**src/cpa_ram.sv**
```systemverilog
`timescale 1ns / 1ps

module cpa_ram #(
   parameter int WIDTH = 8,
   parameter int DEPTH = 16
) (
   input  logic                     clock,
   input  logic                     wr_en,
   input  logic [$clog2(DEPTH)-1:0] wr_addr,
   input  logic [WIDTH-1:0]         wr_data,
   input  logic [$clog2(DEPTH)-1:0] rd_addr,
   output logic [WIDTH-1:0]         rd_data
);

   logic [WIDTH-1:0] mem [DEPTH];

   // one write port, one registered read port
   always_ff @(posedge clock) begin
      if (wr_en) begin
         mem[wr_addr] <= wr_data;
      end
      rd_data <= mem[rd_addr];
   end

endmodule
```
**config.mk**
```make
export PLATFORM = sky130hd
export DESIGN_NAME = cpa_ram
export DESIGN_NICKNAME = d
export VERILOG_FILES = /design/src/cpa_ram.sv
export SDC_FILE = /design/constraint.sdc
export NUM_CORES = 1
export LEC_CHECK = 0
export ABC_AREA = 1
export CAP_MARGIN = 20
export CORE_UTILIZATION = 46
export CTS_CLUSTER_SIZE = 8
export DETAILED_ROUTE_END_ITERATION = 8
export DONT_BUFFER_PORTS = 1
export GPL_ROUTABILITY_DRIVEN = 0
export SLEW_MARGIN = 20
export SYNTH_ARGS = -nofsm -noshare
export SYNTH_HDL_FRONTEND = slang
export SYNTH_SLANG_ARGS = --single-unit
```
**constraint.sdc**
```tcl
create_clock -name clock -period 1.2 [get_ports clock]
set_input_delay 0.12 -clock clock [delete_from_list [all_inputs] [get_ports clock]]
set_output_delay 0.12 -clock clock [all_outputs]
set_load 0.03 [all_outputs]
```
Word level (Yosys, flattened, before mapping)
Memory sizes are Yosys's and may differ from the RTL's. A register that Yosys moved wholly into a read port is not among the register bits. Index checks and enable logic that the tools add are counted. W data, S select, Z words.

Register bits: 0. Memory bits (writable): 128. Logic and storage cells: 3. Memories: 1. Bits of input ports: 18.

Multiplexer cells: 2.

Memories: mem (depth 16, width 8, read ports 1, clocked after Yosys merged registers in 1, wr ports 1, RTL line 15) `logic [WIDTH-1:0] mem [DEPTH];`.

Operators with widths (count): $mux W1 (2).

Depth between registers and ports, before layout
Gate-level depths: netlist (run 1).

Word-level depth: 2. Gate-level depth with buffers: 8. Mapped depth without buffers: 7.

Worst setup path after synthesis (run 1)
OpenSTA, ideal clock, no wires.

Kind: in2reg. From: in wr_addr[2]. To: mem mem[10][0], enable pin. Path buffers: 0. Library setup time: 0.370 ns. Cell stages on the path: 2. Arrival time: 0.701 ns. Path slack: 0.129 ns. Path through: nand3b_1 -> nor2_1.

RTL lines: start, declared (RTL line 9) `input logic [$clog2(DEPTH)-1:0] wr_addr,`; end, declared (RTL line 15).

Straight into the memory's write port.

Worst setup path in the final report (run 1)
From: reg rd_data[4] (read register of mem). To: out rd_data[4].

RTL lines: start, declared (RTL line 12) `output logic [WIDTH-1:0] rd_data`.

No word-level cell between the ends.

==> results.md, run 1 <==
- Status: completed
- Die width: 114 µm
- Max-cap violations: 0
- TNS Setup: 0 ns
- Worst hold slack: 0.0142 ns
- Inserted Diodes: 0
- Clock Path Buffers: 2
- GRT met3 Usage: 5.05%
- Total global-route track usage: 23.4%
- Largest net degree at the start of global routing: 66
- Setup violations, final: 0
- Vias post-DR: 3,803
- Worst setup SP type: register
- Min Tclk post-route: 1.11 ns
- Skew final: 0.00646 ns
- Synth cell types: 12
- Fin. max-slew vios: 0
- Arr. time, crit path: 0.99 ns
- Initial core utilization: 47.6%
- CP Max Fanout: 1
- Drt pass-1 iters: 5
- Die ar.: 0.0130 mm²
- Leak Pwr: 0.00290 µW
- Met1 Track Usage GR: 31.3%
- Num ports: 26
- DP Worst Slack: 0.165 ns
- Final period utilization: 92.9%
- Crit path kind: reg -> out
- Cell Area, Placed: 0.00599 mm²
- Root Driver: clkbuf_16
- Final nets: 596
- Synthesized area per cell: 10.5 µm²
- H-tree levels: 4
- Synthesis-to-layout area growth: 16.6%
- Vias in the first global route: 3,713
- Post-synth net total: 569
- Worst VDD drop: 0.857 mV
- Rows: 40
- Post-route cell area: 0.00673 mm²
- Post-synth top area share: 66.7%
- Initial drt markers: 255
- Power Dens Cells: 1680 mW/mm²
- TritonCTS clock tree: yes
- Slew headroom: 44.2%
- Global route total overflow: 0
- Final Hold Fails: 0
- Worst-skew pair later-pin latency: 0.42 ns
- Synthesized area: 0.00577 mm²
- Die Y: 114 µm
- Via/cell ratio: 5.01
- Drt wl/cell: 18.1 µm
- Post-synth top area cell: edfxtp_1
- Final WL: 13,800 µm
- Reg clk slew, reported paths: 0.05 ns
- CP endpoint kind: primary output
- Fin worst setup slack: 0.0853 ns
- Num Clock Sinks: 136
- Port Buf Inserts: 0
- Antenna viol nets, final: 0
- First-pass GRT wire length: 21,400 µm
- Flip-flop and latch count after synthesis: 136
- Post-Synthesis Cells: 551
- Critical Path RT: 1.08 ns
- Dpl hpwl: 8310 µm
- Pin slew with the least headroom to its limit: 0.835 ns
- Initial antenna violation count: 0
- Layout cells sized above 1: 8.80%
- Yosys warning total: 0
- Number of remaining DRC errors: 0
- Synth area leaders: edfxtp_1, nand2_1, nand3_1
- CTS buffer count: 17
- Hold Path Class: in -> reg
- Core area: 0.0121 mm²
- Seq/Total Area, Yosys: 69.4%
- Gr busiest metal: met2
- Met2 usage: 36.8%
- RSZ-0062 raised after global routing: false
- Fmax: 897 MHz
- Pwr Total: 11,300 µW
-- layout by cell type (no fill, tap or decap) --
cell            count
buf_12              2
dfxtp_1             8
inv_1             100
clkbuf_16          17
clkbuf_8            5
dlymetal6s4s_1      1
clkinv_1            1
nand3_1            97
edfxtp_1          128
clkinv_2            3
nor2_1             17
nand2_1           173
dlygate4sd3_1      10
bufinv_16           3
clkinv_4            1
clkbuf_1            2
inv_2               2
nand3b_1            2
buf_4              19
-- per-layer routing --
layer | routed length [µm] | vias to the layer above | part of all wire, %
met2 | 6560 | 150 | 48
li1 | - | 1828 | -
met4 | 265 | 0 | 1.9
met3 | 853 | 19 | 6.2
met1 | 6080 | 1806 | 44
met5 | 0 | - | 0
-- state kept, by name, summed over array words and instances (netlist names) --
register	count
mem	128
rd_data	8
-- synthesized netlist by cell type, drive strengths merged --
library cell  number
nor2              17
inv              102
dfxtp              8
nand3b             2
nand3             97
nand2            173
edfxtp           128
buf               24
-- path summary, 6_finish.rpt --
| path | startpoint | end | slack [ns] | cells past startpoint |
|---|---|---|---|---|
| min reg2reg | mem[4][0]$_DFFE_PP_ | rd_data[0]$_DFF_P_ | 0.67 | 6 |
| max | rd_data[4]$_DFF_P_ | rd_data[4] | 0.09 | 0 |
| max reg2reg | mem[6][5]$_DFFE_PP_ | rd_data[5]$_DFF_P_ | 0.16 | 6 |
| min | rd_addr[2] | rd_data[3]$_DFF_P_ | 0.01 | 3 |
-- layout make-up --
cell class,instances,area (µm²)
Multi-Input combinational cell,289,1210
Fill cell,1051,5390
Timing Repair Buffer,32,295
Sequential cell,136,4000
Tap cell,168,210
Inverter,102,383
Clock inverter,8,118
Clock buffer,24,502
-- report_power, final --
group          internal (µW)  switching (µW)  leakage (µW)
sequential              5320             104       0.00122
combinational            180             390       0.00137
clock                   3530            1790      0.000308
total                   9020            2280       0.00290
-- through the flow --
step / cells / utilization (%)
after CTS: 759 / 55.5
after global routing: 759 / 55.5
final: 759 / 55.5
after global placement: 716 / 49.5
after detailed placement: 716 / 49.5
after floorplan: 551 / -
-- kinds of logic after synthesis --
| family | synth area share [%] |
|---|---|
| simple gates | 21.0 |
| buf+inv | 9.52 |
| flops | 69.4 |
-- repair_timing --
item	in CTS	in global routing
setup buffers	0	0
hold buffers	11	0
setup endpoints to repair	0	3
gates resized for setup	0	1
hold endpoints to repair	136	0
(Power assumes the default switching activity.)
==> run 2, diff against run 1 <==
--- a/config.mk
+++ b/config.mk
@@ -7,11 +7,15 @@
 export LEC_CHECK = 0
 export ABC_AREA = 1
 export CAP_MARGIN = 20
-export CORE_UTILIZATION = 46
+export CELL_PAD_IN_SITES_DETAIL_PLACEMENT = 0
+export CELL_PAD_IN_SITES_GLOBAL_PLACEMENT = 1
+export CORE_MARGIN = 2
+export CORE_UTILIZATION = 45
 export CTS_CLUSTER_SIZE = 8
 export DETAILED_ROUTE_END_ITERATION = 8
 export DONT_BUFFER_PORTS = 1
 export GPL_ROUTABILITY_DRIVEN = 0
+export PLACE_DENSITY_LB_ADDON = 0.1
 export SLEW_MARGIN = 20
 export SYNTH_ARGS = -nofsm -noshare
 export SYNTH_HDL_FRONTEND = slang
==> run 2 against run 1 <==
Against the previous run:
- critical path depth rose by 4
- core utilization fell by 2.9 points
- final area fell by 1.6%
- setup slack improved by 0.0067 ns
- sequential share of layout area rose by 0.96 points
- non-clock buffer count did not move
- final cell count rose by 0.53%
- global-route usage fell by 1.5 points
- register-to-register slack improved by 0.02 ns
- critical path type is now in -> reg
- fmax rose by 0.61%
==> results.md, run 2 (synthesis gave the netlist of run 1 again) <==
- Die Y: 117 µm (+2.8%)
- Largest net degree at the start of global routing: 66 (unchanged)
- Cell Count, Final, Fillers Out: 763 (+0.53%)
- Worst hold slack: 0.0318 ns (+0.0175 ns)
- Core area: 0.0126 mm² (+3.8%)
- Initial core utilization: 45.9% (-1.7 points)
- Initial antenna violation count: 0 (unchanged)
- Max reg flops: 128 (unchanged)
- Status: completed
- Critical Path RT: 1.50 ns (+0.42 ns)
- Pin slew with the least headroom to its limit: 0.814 ns (-0.0204 ns)
- Final nets: 596 (unchanged)
- Crit path launch: rd_addr[2]
- Reg clk slew, reported paths: 0.05 ns (about the same)
- CTS buffer count: 17 (unchanged)
- Drt wl/cell: 17.8 µm (-1.7%)
- Most flop-heavy register: mem
- Placed Instances: 720 (+0.56%)
- Die width: 117 µm (+2.8%)
- Total global-route track usage: 21.9% (-1.5 points)
- Clock Path Buffers: 2 (unchanged)
- TritonCTS clock tree: yes
- Final WL: 13,600 µm (-1.2%)
- Final period utilization: 92.3% (-0.56 points)
- Port Buf Inserts: 0 (unchanged)
- Most frequent cells in the layout: nand2_1, edfxtp_1, inv_1, nand3_1
- Skew final: 0.00428 ns (-0.00218 ns)
- Synthesis-to-layout area growth: 14.8%
- Num Clock Sinks: 136 (unchanged)
- Final Hold Fails: 0 (unchanged)
- Max-cap violations: 0 (unchanged)
- Worst-skew pair later-pin latency: 0.41 ns (about the same)
- Inserted Diodes: 0 (unchanged)
- Vias post-DR: 3,630 (-4.5%)
- RSZ-0062 raised after global routing: false
- Via/cell ratio: 4.76 (-5.0%)
- H-tree levels: 4 (unchanged)
- Die ar.: 0.0137 mm² (+5.8%)
- Reg2reg start: mem[1][1]$_DFFE_PP_
- Leak Pwr: 0.00283 µW (-2.4%)
- Critical path buffers and inverters: 1
- Arr. time, crit path: 1.41 ns (+0.42 ns)
- Crit-path leading delay family: buffers and inverters
- Antenna viol nets, final: 0 (unchanged)
- Fin. max-slew vios: 0 (unchanged)
- First-pass GRT wire length: 20,800 µm (-2.7%)
- Largest regs: mem x128, rd_data x8
- Crit-path max cell delay: 0.91 ns
- Global route total overflow: 0 (unchanged)
- Crit path kind: in -> reg
- Rows: 41 (+2.5%)
- Hold Path Class: in -> reg
- Initial drt markers: 229 (-10%)
- Most used cell, CP: nand3_1
- Layout cells sized above 1: 7.28% (-1.5 points)
- Setup violations, final: 0 (unchanged)
- Post-CTS Setup Bufs: 0 (unchanged)
- Root Driver: clkbuf_16
- Worst setup SP type: input port
- Drt pass-1 iters: 4 (-1)
- Worst VDD drop: 1.07 mV (+25%)
- Vias in the first global route: 3,669 (-1.2%)
- Number of remaining DRC errors: 0 (unchanged)
- Slew headroom: 45.5% (+1.4 points)
- CP cell instances: dlygate4sd3_1, nand3_1, nand3_1, nand2_1
- Dpl hpwl: 8200 µm (-1.4%)
- Commonest non-fill, non-tap cell in the layout: nand2_1
- Num ports: 26 (unchanged)
- Power Dens Cells: 1560 mW/mm² (-7.3%)
- Fmax: 903 MHz (+0.61%)
- Min Tclk post-route: 1.11 ns (-0.00671 ns)
- CP endpoint kind: register
- CP Max Fanout: 12 (+11)
- Worst hold path startpoint: rd_addr[1]
- TNS Setup: 0 ns (unchanged)
- Slowest cell on crit path: dlygate4sd3_1
run 2: cell types whose count changed in the layout (fill, tap and decap cells not counted), sizes merged:
cell,change
bufinv,-3
clkbuf,+2
dlymetal6s4s,-1
clkinv,+1
dlygate4sd3,+1
run 2: worst reg2reg max path: cells and delay by family, from the launching register on:
kind                   cells  cell delay [ns]
AND/OR/NAND/NOR            5             0.50
flip-flops                 1             0.35
buffers and inverters      1             0.06
run 2: final cells by class:
type	count	area, µm²
Fill cell	1162	5950
Sequential cell	136	4000
Multi-Input combinational cell	289	1210
Clock buffer	26	459
Inverter	102	383
Timing Repair Buffer	32	318
Tap cell	172	215
Clock inverter	6	26.3
run 2: metal layers:
metal | up-vias | routed length, µm | global-route usage [%] | part of all wire [%]
li1 | 1831 | - | - | -
met1 | 1727 | 6310 | 28.4 | 46
met4 | 0 | 171 | 8.31 | 1.3
met5 | - | 0 | 0 | 0
met3 | 12 | 501 | 5.10 | 3.7
met2 | 60 | 6610 | 35.9 | 49
run 2: stage by stage:
stage | cell area (µm²) | util (%) | worst slack [ns] | total power [µW]
2_1_floorplan | 5770 | - | 0.129 | 5870
3_3_place_gp | 6020 | 47.9 | 0.152 | 5970
3_5_place_dp | 6020 | 47.9 | 0.134 | 5970
4_1_cts | 6620 | 52.7 | 0.0746 | 10400
5_1_grt | 6620 | 52.7 | 0.0489 | 10700
6_report | 6620 | 52.7 | 0.0920 | 10300
run 2: path summary, 6_finish.rpt:
check	slack [ns]	end	cells past startpoint
setup / recovery	0.09	rd_data[5]$_DFF_P_	4
setup reg to reg	0.18	rd_data[1]$_DFF_P_	6
hold / removal	0.03	rd_data[7]$_DFF_P_	4
hold reg to reg	0.67	rd_data[1]$_DFF_P_	6
run 2: power by group:
| part | internal [µW] | switching (µW) |
|---|---|---|
| sequential | 5320 | 101 |
| clock | 2600 | 1730 |
| combinational | 189 | 384 |
run 2: repair_timing:
item                                   in CTS  in global routing
resized for setup                           0                  0
hold buffers                               11                  0
endpoints found under the hold margin     136                  0
==> run 3, diff against run 2 <==
--- a/config.mk
+++ b/config.mk
@@ -11,11 +11,14 @@
 export CELL_PAD_IN_SITES_GLOBAL_PLACEMENT = 1
 export CORE_MARGIN = 2
 export CORE_UTILIZATION = 45
+export CTS_BUF_LIST = sky130_fd_sc_hd__clkbuf_16
 export CTS_CLUSTER_SIZE = 8
 export DETAILED_ROUTE_END_ITERATION = 8
 export DONT_BUFFER_PORTS = 1
 export GPL_ROUTABILITY_DRIVEN = 0
 export PLACE_DENSITY_LB_ADDON = 0.1
+export SKIP_CTS_REPAIR_TIMING = 1
+export SKIP_LAST_GASP = 1
 export SLEW_MARGIN = 20
 export SYNTH_ARGS = -nofsm -noshare
 export SYNTH_HDL_FRONTEND = slang
==> run 3 against run 2 <==
Against the previous run:
- the run now ends with hold timing left
- combinational power shrank 1%
- hold slack lost 0.050 ns
- via count grew 0.39%
- routed wire length grew 0.57%
- fmax grew 1.5%
- clock skew is essentially flat
- sequential share of layout area is the same
- clock-buffer cell count shrank 9
- non-clock buffer count is the same
- global-route usage shrank 0.61 points
- critical path type unchanged
==> results.md, run 3 (synthesis gave the netlist of run 1 again) <==
- Status: complete, but fails checks
- Violations in the final reports: hold timing
- Drt wl/cell: 17.9 µm (+0.57%)
- Worst hold slack: -0.0181 ns (-0.0498 ns)
- Power Dens Cells: 1550 mW/mm² (-0.59%)
- Final nets: 596 (unchanged)
- Number of remaining DRC errors: 0 (unchanged)
- Internal power: 8030 µW (-0.96%)
- Max reg flops: 128 (unchanged)
- Initial core utilization: 45.9% (unchanged)
- Commonest non-fill, non-tap cell in the layout: nand2_1
- CP endpoint kind: register
- First-pass GRT wire length: 20,300 µm (-2.5%)
- Root Driver: clkbuf_16
- Max-cap violations: 0 (unchanged)
- Most frequent cells in the layout: nand2_1, edfxtp_1, inv_1, nand3_1
- Crit path kind: in -> reg
- Initial drt markers: 181 (-21%)
- Fin. max-slew vios: 0 (unchanged)
- TritonCTS clock tree: yes
- Dpl hpwl: 8200 µm (unchanged)
- TNS Setup: 0 ns (unchanged)
- Num Clock Sinks: 136 (unchanged)
- Reg clk slew, reported paths: 0.05 ns (about the same)
- Layout cells sized above 1: 7.28% (unchanged)
- Largest net degree at the start of global routing: 66 (unchanged)
- Arr. time, crit path: 1.19 ns (-0.22 ns)
- Worst-skew pair later-pin latency: 0.41 ns (about the same)
- Die ar.: 0.0137 mm² (unchanged)
- Critical Path RT: 1.30 ns (-0.20 ns)
- Inserted Diodes: 0 (unchanged)
- Slew headroom: 45.6% (+0.073 points)
- End of the critical path: mem[7][2]$_DFFE_PP_
- Largest regs: mem x128, rd_data x8
- Vias in the first global route: 3,639 (-0.82%)
- Pin slew with the least headroom to its limit: 0.813 ns (-0.00110 ns)
- Switch share: 21.7% (+0.29 points)
- R2R Setup Slk: 0.18 ns (about the same)
- Final Hold Fails: 3 (+3)
- Final Util: 52.7% (unchanged)
- Reg-to-Reg End: rd_data[1]$_DFF_P_
- Stages on worst setup path: 1 (-3)
- Critical path buffers and inverters: 1 (unchanged)
- Fmax: 916 MHz (+1.5%)
- Most flop-heavy register: mem
- Skew final: 0.00424 ns (-0.0000397 ns)
- Total global-route track usage: 21.3% (-0.61 points)
- Final WL: 13,700 µm (+0.57%)
- Cell Count, Final, Fillers Out: 763 (unchanged)
- Clock Path Buffers: 2 (unchanged)
- Via/cell ratio: 4.78 (+0.39%)
- Reg2reg start: mem[1][1]$_DFFE_PP_
- P_sw: 2230 µW (+0.75%)
- Worst setup SP type: input port
- Multi-input gate area: 0.00121 mm² (unchanged)
- Global route total overflow: 0 (unchanged)
- Synthesis-to-layout area growth: 14.8% (unchanged)
- Post-route cell area: 0.00662 mm² (unchanged)
- Placed Instances: 720 (unchanged)
- RSZ-0062 raised after global routing: false
- Min Tclk post-route: 1.09 ns (-0.0166 ns)
- Slowest cell on crit path: dlygate4sd3_1
- Die width: 117 µm (unchanged)
- Comb pwr share: 5.5% (about the same)
- Port Buf Inserts: 0 (unchanged)
- Crit path launch: wr_data[2]
- Worst VDD drop: 1.03 mV (-4.4%)
- FF+latch area: 0.00400 mm² (unchanged)
- CP cell instances: dlygate4sd3_1
- Antenna viol nets, final: 0 (unchanged)
- Initial antenna violation count: 0 (unchanged)
- Drt pass-1 iters: 4 (unchanged)
- R2R depth: 6 (unchanged)
- Sequential share of power: 52.8% (+0.3 points)
- Core area: 0.0126 mm² (unchanged)
- CTS buffer count: 17 (unchanged)
- CP Max Fanout: 16 (+4)
- Filler Cells Inserted: 1,164 (+0.17%)
- H-tree levels: 4 (unchanged)
- Cell Area, Placed: 0.00602 mm² (unchanged)
- Die Y: 117 µm (unchanged)
- Num ports: 26 (unchanged)
- Rows: 41 (unchanged)
- Crit-path max cell delay: 1.07 ns (+0.16 ns)
- Clock power frac: 41.6% (-0.3 points)
- Final period utilization: 90.9% (-1.4 points)
- Hold Path Class: in -> reg
- Crit-path leading delay family: buffers and inverters
- Setup violations, final: 0 (unchanged)
- Leak Pwr: 0.00286 µW (+1.3%)
- Vias post-DR: 3,644 (+0.39%)
[run 3: cell count changes in the layout (fill, tap and decap cells not counted), sizes merged]
cell and change:
clkbuf -9, inv +9
[run 3: metal layers]
layer	vias to the layer above	share of wire [%]	track usage, %
met5	-	0	0
met4	0	1.3	8.31
met3	12	5.3	5.66
met2	87	49	34.8
met1	1715	45	27.1
li1	1830	-	-
[run 3: final cells by class]
type | instances | share of cell area, %
Multi-Input combinational cell | 289 | 18.3
Clock buffer | 17 | 6.43
Inverter | 102 | 5.78
Timing Repair Buffer | 32 | 4.80
Tap cell | 172 | 3.25
Clock inverter | 15 | 0.907
Sequential cell | 136 | 60.5
[run 3: how the worst min path moves through the flow]
stage | depth (start not counted) | from | slack [ns] | end
finish | 3 | rd_addr[2] | -0.02 | rd_data[4]$_DFF_P_
CTS | 0 | wr_data[7] | -0.22 | mem[0][7]$_DFFE_PP_
global route | 3 | rd_addr[2] | 0.004 | rd_data[1]$_DFF_P_
detailed placement | 0 | wr_data[7] | 0.22 | mem[1][7]$_DFFE_PP_
floorplan | 0 | wr_data[0] | 0.22 | mem[0][0]$_DFFE_PP_
global placement | 0 | wr_data[7] | 0.22 | mem[1][7]$_DFFE_PP_
[run 3: through the flow]
stage                     power (µW)  setup slack, ns
after CTS                      10200           0.0746
final                          10300            0.109
after detailed placement        5970            0.134
after global routing           10600           0.0529
after global placement          5970            0.152
after floorplan                 5870            0.129
[run 3: worst min-delay path, cell delays in order]
cell and delay [ns]:
nand3_1 0.06, nand3_1 0.10, nand2_1 0.08
[run 3: power by group through the flow]
stage          logic (µW)  clock network [µW]  registers, µW
2_1_floorplan         375                   0           5500
3_3_place_gp          449                   0           5520
3_5_place_dp          452                   0           5520
4_1_cts               454                4360           5420
5_1_grt               638                4530           5430
6_report              566                4270           5420
